<file path="src/design/are_pkg.sv">
// ----------------------------------------------------------------------------
// are_pkg
// Shared types and constants for the adaptive range encoder.
// ----------------------------------------------------------------------------
package are_pkg;

	localparam int SYMBOLS     = 256;
	localparam int SYM_W       = 8;
	localparam int ADDR_W      = 9;
	localparam int CNT_W       = 15;
	localparam int FLUSH_BYTES = 5;
	localparam int QUEUE_DEPTH = 2;

	localparam logic [31:0]      TOP_VALUE    = 32'h0100_0000;
	localparam logic [31:0]      BOTTOM_VALUE = 32'h0001_0000;
	localparam logic [31:0]      INIT_RANGE   = 32'hFFFF_FFFF;
	localparam logic [CNT_W-1:0] LIMIT_RESET  = 15'd16384;
	localparam logic [CNT_W-1:0] TOTAL_RESET  = CNT_W'(SYMBOLS);
	localparam logic [ADDR_W-1:0] LAST_ADDR   = ADDR_W'(SYMBOLS);

	typedef struct packed {
		logic [7:0] symbol;
		logic       is_last;
	} in_item_t;

	typedef struct packed {
		logic [7:0] out_byte;
		logic       run_last;
		logic       stream_end;
	} out_item_t;

	// queue to coder hand-off
	typedef struct packed {
		logic     valid;
		in_item_t item;
	} handoff_t;

endpackage

</file>
<file path="src/design/are_front.sv">
// ----------------------------------------------------------------------------
// are_front
// Input side: takes words and holds them in a short queue for the coder.
// ----------------------------------------------------------------------------
module are_front (
	input  logic              clk,
	input  logic              arst_n,
	input  logic              item_valid,
	output logic              item_ready,
	input  are_pkg::in_item_t item,
	output are_pkg::handoff_t hq,
	input  logic              hq_ready
);

	are_pkg::in_item_t slot_q [are_pkg::QUEUE_DEPTH];
	logic       wr_ptr_q;
	logic       rd_ptr_q;
	logic [1:0] count_q;
	logic       push;
	logic       pop;

	assign item_ready = (count_q != 2'(are_pkg::QUEUE_DEPTH));
	assign push       = item_valid && item_ready;
	assign pop        = hq.valid && hq_ready;
	assign hq.valid   = (count_q != 2'd0);
	assign hq.item    = slot_q[rd_ptr_q];

	always_ff @(posedge clk) begin
		if (push) begin
			slot_q[wr_ptr_q] <= item;
		end
	end

	always_ff @(posedge clk or negedge arst_n) begin
		if (!arst_n) begin
			wr_ptr_q <= 1'b0;
			rd_ptr_q <= 1'b0;
			count_q  <= 2'd0;
		end else begin
			if (push) wr_ptr_q <= ~wr_ptr_q;
			if (pop)  rd_ptr_q <= ~rd_ptr_q;
			unique case ({push, pop})
				2'b10:   count_q <= count_q + 2'd1;
				2'b01:   count_q <= count_q - 2'd1;
				default: count_q <= count_q;
			endcase
		end
	end

endmodule

</file>
<file path="config.mk">
export PLATFORM = sky130hd
export DESIGN_NAME = are_front
export DESIGN_NICKNAME = d
export VERILOG_FILES = /design/src/design/are_pkg.sv /design/src/design/are_front.sv
export SDC_FILE = /design/constraint.sdc
export NUM_CORES = 1
export LEC_CHECK = 0
export ABC_AREA = 1
export BUFFER_PORTS_ARGS = -buffer_cell sky130_fd_sc_hd__buf_2
export CORE_ASPECT_RATIO = 0.75
export CORE_MARGIN = 5
export CORE_UTILIZATION = 45
export CTS_CLUSTER_DIAMETER = 200
export CTS_CLUSTER_SIZE = 14
export DETAILED_ROUTE_END_ITERATION = 10
export HOLD_SLACK_MARGIN = 0.05
export PLACE_DENSITY = 0.77
export SYNTH_ARGS = -nofsm -noshare
export SYNTH_HDL_FRONTEND = slang
export SYNTH_SLANG_ARGS = --single-unit
</file>
<file path="constraint.sdc">
create_clock -name clk -period 3.7 [get_ports clk]
set_clock_uncertainty 0.2 [all_clocks]
set_input_delay 0.37 -clock clk [delete_from_list [all_inputs] [get_ports clk]]
set_output_delay 0.37 -clock clk [all_outputs]
set_load 0.01 [all_outputs]
</file>
==> results of run 1 <==
## cell usage after synthesis (all sizes together)
master	instances
nor2	3
dfrtp	4
nand2	37
inv	6
xnor2	1
nand4	1
buf	1
edfxtp	18
nand3	2
clkinv	1
a21oi	1
ha	1
## cell families (layout without fill, tap and decap cells)
logic type	count (synthesis)	in the layout	share of synthesized area, %
adder cells (fa/ha/maj)	1	1	1.41
flip-flops	22	22	72.0
AND/OR/NAND/NOR	43	43	21.5
buffers and inverters	8	44	3.52
AO/OA/AOI/OAI	1	1	0.562
XOR/XNOR	1	1	0.985
## layout by cell type, fill, tap and decap left out
cell            n
edfxtp_1       18
dlygate4sd3_1  10
nand3_1         2
nand2_2         1
nand4_1         1
a21oi_1         1
ha_1            1
nand2_4         2
inv_1           5
buf_2          23
clkbuf_4        3
inv_2           1
dfrtp_1         4
clkinv_1        2
nand2_1        34
nor2_4          1
nor2_1          2
xnor2_1         1
## metal layers
layer | up-vias | wire [um] | track usage (%)
met1 | 282 | 718 | 16.4
met2 | 17 | 714 | 17.6
li1 | 322 | - | -
met4 | 0 | 9 | 3.18
met5 | - | 0 | 0
met3 | 2 | 111 | 5.56
## layout make-up
| cell class | instances | area share (%) |
|---|---|---|
| well taps | 22 | 2.39 |
| repair buffers | 33 | 18.7 |
| flip-flops and latches | 22 | 55.5 |
| clock buffers | 3 | 1.95 |
| multi-input cells | 46 | 18.9 |
| inverters | 7 | 2.28 |
| clock inverters | 1 | 0.325 |
## per-stage QoR
step	setup slack [ps]	hold WS, ps	std cells
global placement	1870	-18.5	120
CTS	1500	51.9	130
detailed placement	1860	-18.8	120
floorplan	2130	-126	76
finish	1550	114	134
global route	1360	103	134
## path summary, 6_finish.rpt
check / slack, ps / startpoint / endpoint / cells past startpoint
max in group asynchronous: 2980 / arst_n / count_q[1] / 2
setup reg to reg: 1960 / count_q[0] / slot_q[0][7] / 4
hold reg to reg: 320 / count_q[0] / count_q[0] / 1
min in group asynchronous: 190 / arst_n / count_q[0] / 2
setup / recovery: 1550 / rd_ptr_q / hq[3] / 4
hold / removal: 110 / hq_ready / rd_ptr_q / 3
## sequential cells by signal (all words and copies together) (netlist names)
name,flops
wr_ptr_q,1
slot_q,18
rd_ptr_q,1
count_q,2
## what timing repair did
action                                 CTS  global route
hold buffers                             6             4
setup endpoints to repair                0             0
endpoints found under the hold margin   13             8
## where the power goes
group	total, mW	switching (mW)	internal (mW)
registers	0.388	0.0448	0.344
clock network	0.108	0.0690	0.0394
logic	0.304	0.187	0.117
## worst max-delay path, delay by kind of cell, from the launching register on
| kind | cells | cell delay [ps] |
|---|---|---|
| buf+inv | 2 | 490 |
| flops | 1 | 580 |
| simple gates | 2 | 210 |
==> impl_metrics.toml, run 1 <==
[routing]
drt_iter0_drc = 29
routed_wl_um = 1550
num_vias = 623
wl_per_cell_um = 11.6
drc = 0
dr.pass1.iters = 4
viasPerCell = 4.65
drtAntennaViolNets = 0

[placed_design]
gp_congestion = 0.780
post-dp-hpwl_um = 1150
placed_area_mm2 = 0.00103
io_buffers = 23

[die]
die_area_mm2 = 0.00298
die_x_um = 61.3
initial_core_util_pct = 49.3
core_area_mm2 = 0.00181
die_y_um = 48.5
rows = 13
pin_count = 24

[cells_and_area]
final_util_pct = 63.9
fin_nets = 127
drive_gt1_share_pct = 27.7
diodes = 0
syn_to_final_growth_pct = 29.7
final-seq-area_um2 = 641
fill_cells = 144
stdcell_area_mm2 = 0.00115
multiInputGateArea_um2 = 218

[critical_path]
crit_required_ps = 3130
cpMaxStageDelayCell = "dfrtp_1"
startpoint_type = "flop"
worstPathCellList = "clkinv_1, nand2_1, nand2_1, buf_2"
crit_path_end_kind = "output pin"
cp.arrival_ps = 1580
critPathMaxFanout = 11
critical_path.most_common_cell = "nand2_1"
critPathKind = "flop to output pin"
cp_slowest_stage_delay_ps = 580

[synthesis]
synthCells = 76
syn_area_um2 = 890
syn_avg_cell_area_um2 = 11.7
synthTopCellsByArea = "edfxtp_1, nand2_1, dfrtp_1"
yosys.area.top_type = "edfxtp_1"
synth-seq-cells = 22
synth_top_area_share_pct = 60.8
yosys_warnings = 0
syn_nets = 90
ys_types = 16
yosysSeqAreaShare_pct = 72.0

[hold_path]
hp-class = "input port to flop"

[clocking]
postCtsSetupRepairBufs = 0
root_buffer = "clkbuf_4"
clockBufferDepth = 2
cts_made_buffers = 3
clk_pin_slew_ps = 110
clock_latency_ps = 310
htreeDepth = 1
cts_resized = 0
clock-sinks = 22
cts_tree = "built"

[grt]
grt_first_pass_wirelength_um = 2650
grt_max_degree = 13
gr-usage-all-layers_pct = 12.1
overflow = 0
antenna_found_initial = 0
grt_pass1_vias = 598

[outcome]
status = "complete, no violations"

[sta]
finalHoldViolations = 0
max_slew.worst_pin.slew_ps = 716
setup_viol = 0
min_period_ps = 2150
tns_ps = 0
finalMaxSlewViolations = 0
fmax_ghz = 0.466
period_share_pct = 58.0
rsz0062_at_grt = "false"
slew_headroom_pct = 52.1

[power_and_ir_drop]
power_leakage_nw = 0.533
power.total_uw = 801
irDropWorstVdd_mv = 0.424
powerDensity_mw_per_mm2 = 694

[job]
maxCapViolCount = 0
(Power assumes the default switching activity.)
==> run 2: changes to the inputs <==
==> constraint.sdc (replaced) <==
create_clock -name clk -period 2.07 [get_ports clk]
set_clock_uncertainty 0.2 [all_clocks]
set_input_delay 0.207 -clock clk [delete_from_list [all_inputs] [get_ports clk]]
set_output_delay 0.207 -clock clk [all_outputs]
set_load 0.01 [all_outputs]
==> impl_metrics.toml, run 2 (synthesis results as in run 1) <==
[critical_path]
worstPathCellList = "clkinv_1, nand2_1, nand2_1, buf_2"
cp_slowest_stage_delay_ps = 360
critPathMaxFanout = 10
critPathKind = "flop to output pin"
crit_path_end_kind = "output pin"
crit_family = "buffers and inverters"
cpMaxStageDelayCell = "dfrtp_1"
critical_path.most_common_cell = "nand2_1"
startpoint_type = "flop"
crit_buf_inv = 2
crit_required_ps = 1660
cp.arrival_ps = 1240

[routing]
viasPerCell = 4.51
routed_wl_um = 1560
drtAntennaViolNets = 0
dr.pass1.iters = 4
num_vias = 622
drc = 0
drt_iter0_drc = 8
wl_per_cell_um = 11.3

[cells_and_area]
syn_to_final_growth_pct = 34.3
final_cells = 138
final_cell_mix = "nand2_1, buf_2, edfxtp_1"
fill_cells = 154
multiInputGateArea_um2 = 218
drive_gt1_share_pct = 28.4
largest_reg_flops = 18
top_regs = "slot_q: 18 flops, count_q: 2 flops"
diodes = 0
final-seq-area_um2 = 641
fin_nets = 132
layout_commonest_cell = "nand2_1"
final_util_pct = 66.2
largest_register = "slot_q"

[sta]
min_period_ps = 1650
finalMaxSlewViolations = 0
slew_headroom_pct = 80.4
period_share_pct = 79.8
setup_viol = 0
hold_slack_ps = 320
tns_ps = 0
finalHoldViolations = 0
rsz0062_at_grt = "false"
max_slew.worst_pin.slew_ps = 292
fmax_ghz = 0.606

[grt]
grt_pass1_vias = 608
overflow = 0
antenna_found_initial = 0
gr-usage-all-layers_pct = 12.1
grt_max_degree = 12
grt_first_pass_wirelength_um = 2620

[clocking]
clockBufferDepth = 2
cts_tree = "built"
root_buffer = "clkbuf_4"
clock-sinks = 22
clk_pin_slew_ps = 100
cts_resized = 0
cts_made_buffers = 3
clock_latency_ps = 300
htreeDepth = 1

[job]
maxCapViolCount = 0

[hold_path]
hp-class = "flop to flop"

[placed_design]
io_buffers = 23
gp_congestion = 0.715
placed_cells = 122
post-dp-hpwl_um = 1120

[die]
die_x_um = 61.3
initial_core_util_pct = 49.3
rows = 13
pin_count = 24
die_area_mm2 = 0.00298
die_y_um = 48.5
core_area_mm2 = 0.00181

[power_and_ir_drop]
power.total_mw = 1.44
power_leakage_nw = 0.554
irDropWorstVdd_mv = 0.940
powerDensity_mw_per_mm2 = 1210

[outcome]
status = "complete, no violations"
## run 2: stage by stage
stage / setup slack [ps] / instance area [um2]
global route: 290 / 1190
detailed placement: 487 / 1040
floorplan: 498 / 890
CTS: 392 / 1190
global placement: 553 / 1040
finish: 419 / 1190
## run 2: power by group
part / leakage [nW] / total [mW] / internal [mW] / switching (mW)
Combinational: 0.325 / 0.599 / 0.234 / 0.364
Sequential: 0.215 / 0.665 / 0.614 / 0.0511
Clock: 0.0138 / 0.181 / 0.0679 / 0.113
Total: 0.554 / 1.44 / 0.916 / 0.528
## run 2: final cells by class
class,instances,area share [%]
sequential,22,53.6
timing repair buffer,38,21.8
multi-input combinational,46,18.2
tap,22,2.30
inverter,7,2.20
clock buffer,3,1.88
## run 2: metal layers
metal  track usage, %  routed length (um)  vias to the layer above
li1                 -                   -                      329
met1             13.6                 628                      270
met2             19.9                 762                       21
met3             6.08                 155                        2
met4             3.18                  12                        0
met5                0                   0                        -
## run 2: worst reg2reg max path: cells and delay by family (launching register included)
kind / cells / cell delay, ps
fa+ha+maj: 1 / 300
buf+inv: 3 / 240
flops: 1 / 440
simple gates: 5 / 310
## run 2: path summary, 6_finish.rpt
kind / start / to / slack, ps / depth (start not counted)
max in group asynchronous: arst_n / count_q[0] / 870 / 3
worst max-delay path: rd_ptr_q / hq[8] / 420 / 4
worst max register to register: count_q[1] / count_q[1] / 480 / 9
worst min-delay path: count_q[0] / count_q[0] / 320 / 1
worst min register to register: count_q[0] / count_q[0] / 320 / 1
min in group asynchronous: arst_n / rd_ptr_q / 620 / 3
## run 2: repair_timing
item | 4_1_cts | 5_1_grt
buffers inserted | 0 | 0
endpoints found under the hold margin | 24 | 0
hold buffers | 13 | 0
==> run 3: changes to the inputs <==
==> constraint.sdc (replaced) <==
create_clock -name clk -period 1.63 [get_ports clk]
set_clock_uncertainty 0.2 [all_clocks]
set_input_delay 0.163 -clock clk [delete_from_list [all_inputs] [get_ports clk]]
set_output_delay 0.163 -clock clk [all_outputs]
set_load 0.01 [all_outputs]
==> impl_metrics.toml, run 3 (synthesis results as in run 1) <==
[routing]
num_vias = 648
routed_wl_um = 1720
drc = 0
drt_iter0_drc = 22
wl_per_cell_um = 12.0
dr.pass1.iters = 4
drtAntennaViolNets = 0
viasPerCell = 4.53

[sta]
period_share_pct = 95.4
min_period_ps = 1550
finalHoldViolations = 0
finalMaxSlewViolations = 0
setup_viol = 0
max_slew.worst_pin.slew_ps = 307
fmax_ghz = 0.643
tns_ps = 0
slew_headroom_pct = 79.5

[cells_and_area]
largest_reg_flops = 18
syn_to_final_growth_pct = 40.2
largest_register = "slot_q"
final_cell_mix = "nand2_1, buf_2, edfxtp_1"
diodes = 0
final-seq-area_um2 = 643
fill_cells = 139
final_util_pct = 69.1
fin_nets = 136
layout_commonest_cell = "nand2_1"
drive_gt1_share_pct = 33.9
stdcell_area_mm2 = 0.00125
top_regs = "slot_q: 18 flops, count_q: 2 flops"
final_cells = 143
multiInputGateArea_um2 = 230

[power_and_ir_drop]
seq_power_share_pct = 43.5
irDropWorstVdd_mv = 1.09
power_leakage_nw = 0.567
switching_share_pct = 37.4
p_switching_uw = 740
clkPwrFrac_pct = 11.8
p_int_mw = 1.24
pwr-share-comb_pct = 44.6
powerDensity_mw_per_mm2 = 1580

[placed_design]
placed_cells = 122
io_buffers = 23
placed_area_mm2 = 0.00104
gp_congestion = 0.707
post-dp-hpwl_um = 1180

[grt]
gr-usage-all-layers_pct = 12.2
grt_max_degree = 13
antenna_found_initial = 0
overflow = 0
grt_first_pass_wirelength_um = 2700
grt_pass1_vias = 639

[die]
die_area_mm2 = 0.00298
core_area_mm2 = 0.00181
pin_count = 24
rows = 13
die_x_um = 61.3
die_y_um = 48.5
initial_core_util_pct = 49.3

[critical_path]
crit_path_end_kind = "output pin"
critPathKind = "flop to output pin"
critPathMaxFanout = 10
crit_required_ps = 1270
r2r_cells = 9
r2r_setup_slack_ps = 90
r2r-end = "count_q[1]"
r2r_start = "count_q[0]"
startpoint_type = "flop"
cp.arrival_ps = 1190

[hold_path]
min_path_cells = 2
worstHoldEndpoint = "wr_ptr_q"
hp-class = "flop to flop"
hp-start = "wr_ptr_q"

[clocking]
clock-sinks = 22
clk_pin_slew_ps = 110
cts_made_buffers = 3
clockBufferDepth = 2
root_buffer = "clkbuf_4"
cts_tree = "built"
htreeDepth = 1
clock_latency_ps = 300

[job]
maxCapViolCount = 0

[outcome]
status = "complete, no violations"
## run 3: final cells by class
class / count / share of cell area, %
Sequential cell: 22 / 51.6
Timing Repair Buffer: 41 / 22.7
Multi-Input combinational cell: 46 / 18.5
Inverter: 7 / 2.41
Tap cell: 22 / 2.21
Clock buffer: 3 / 1.81
Timing Repair inverter: 1 / 0.602
Clock inverter: 1 / 0.301
## run 3: routing by layer
layer,global-route usage [%],vias to the layer above,part of all wire (%)
li1,-,336,-
met5,0,-,0
met3,5.56,0,7.3
met2,20.4,24,48
met4,1.06,0,0
met1,15.0,288,44
## run 3: worst max-delay path, cell delays in order (launching register included)
cell     delay, ps
dfrtp_2        460
buf_4          190
nand2_1         70
nand2_1         50
buf_2          130
## run 3: worst max-delay path by stage
stage,from,to,cells after the start
3_3_place_gp,count_q[1],count_q[1],9
3_5_place_dp,count_q[1],count_q[1],9
6_report,rd_ptr_q,hq[3],4
5_1_grt,count_q[0],count_q[1],9
4_1_cts,count_q[1],count_q[1],9
2_1_floorplan,count_q[0],slot_q[0][0],4
## run 3: power by group through the flow
stage,combinational [mW],clock (mW),sequential (mW)
2_1_floorplan,0.491,0,0.846
6_report,0.882,0.234,0.860
3_3_place_gp,0.734,0,0.852
5_1_grt,0.994,0.274,0.874
4_1_cts,0.787,0.246,0.847
3_5_place_dp,0.765,0,0.859
## run 3: repair_timing
item | CTS | global route
hold endpoints to repair | 24 | 0
hold buffers | 13 | 0
gates resized for setup | 0 | 5
setup buffers | 0 | 3
endpoints found under the setup margin | 0 | 10
## run 3: through the flow
stage                     setup WS [ps]  hold WS, ps  power, mW
after detailed placement           30.7         -224       1.62
final                              75.3          341       1.98
after global placement              114         -224       1.59
after floorplan                    58.4         -333       1.34
after global routing              -26.2          369       2.14
after CTS                          4.55          330       1.88
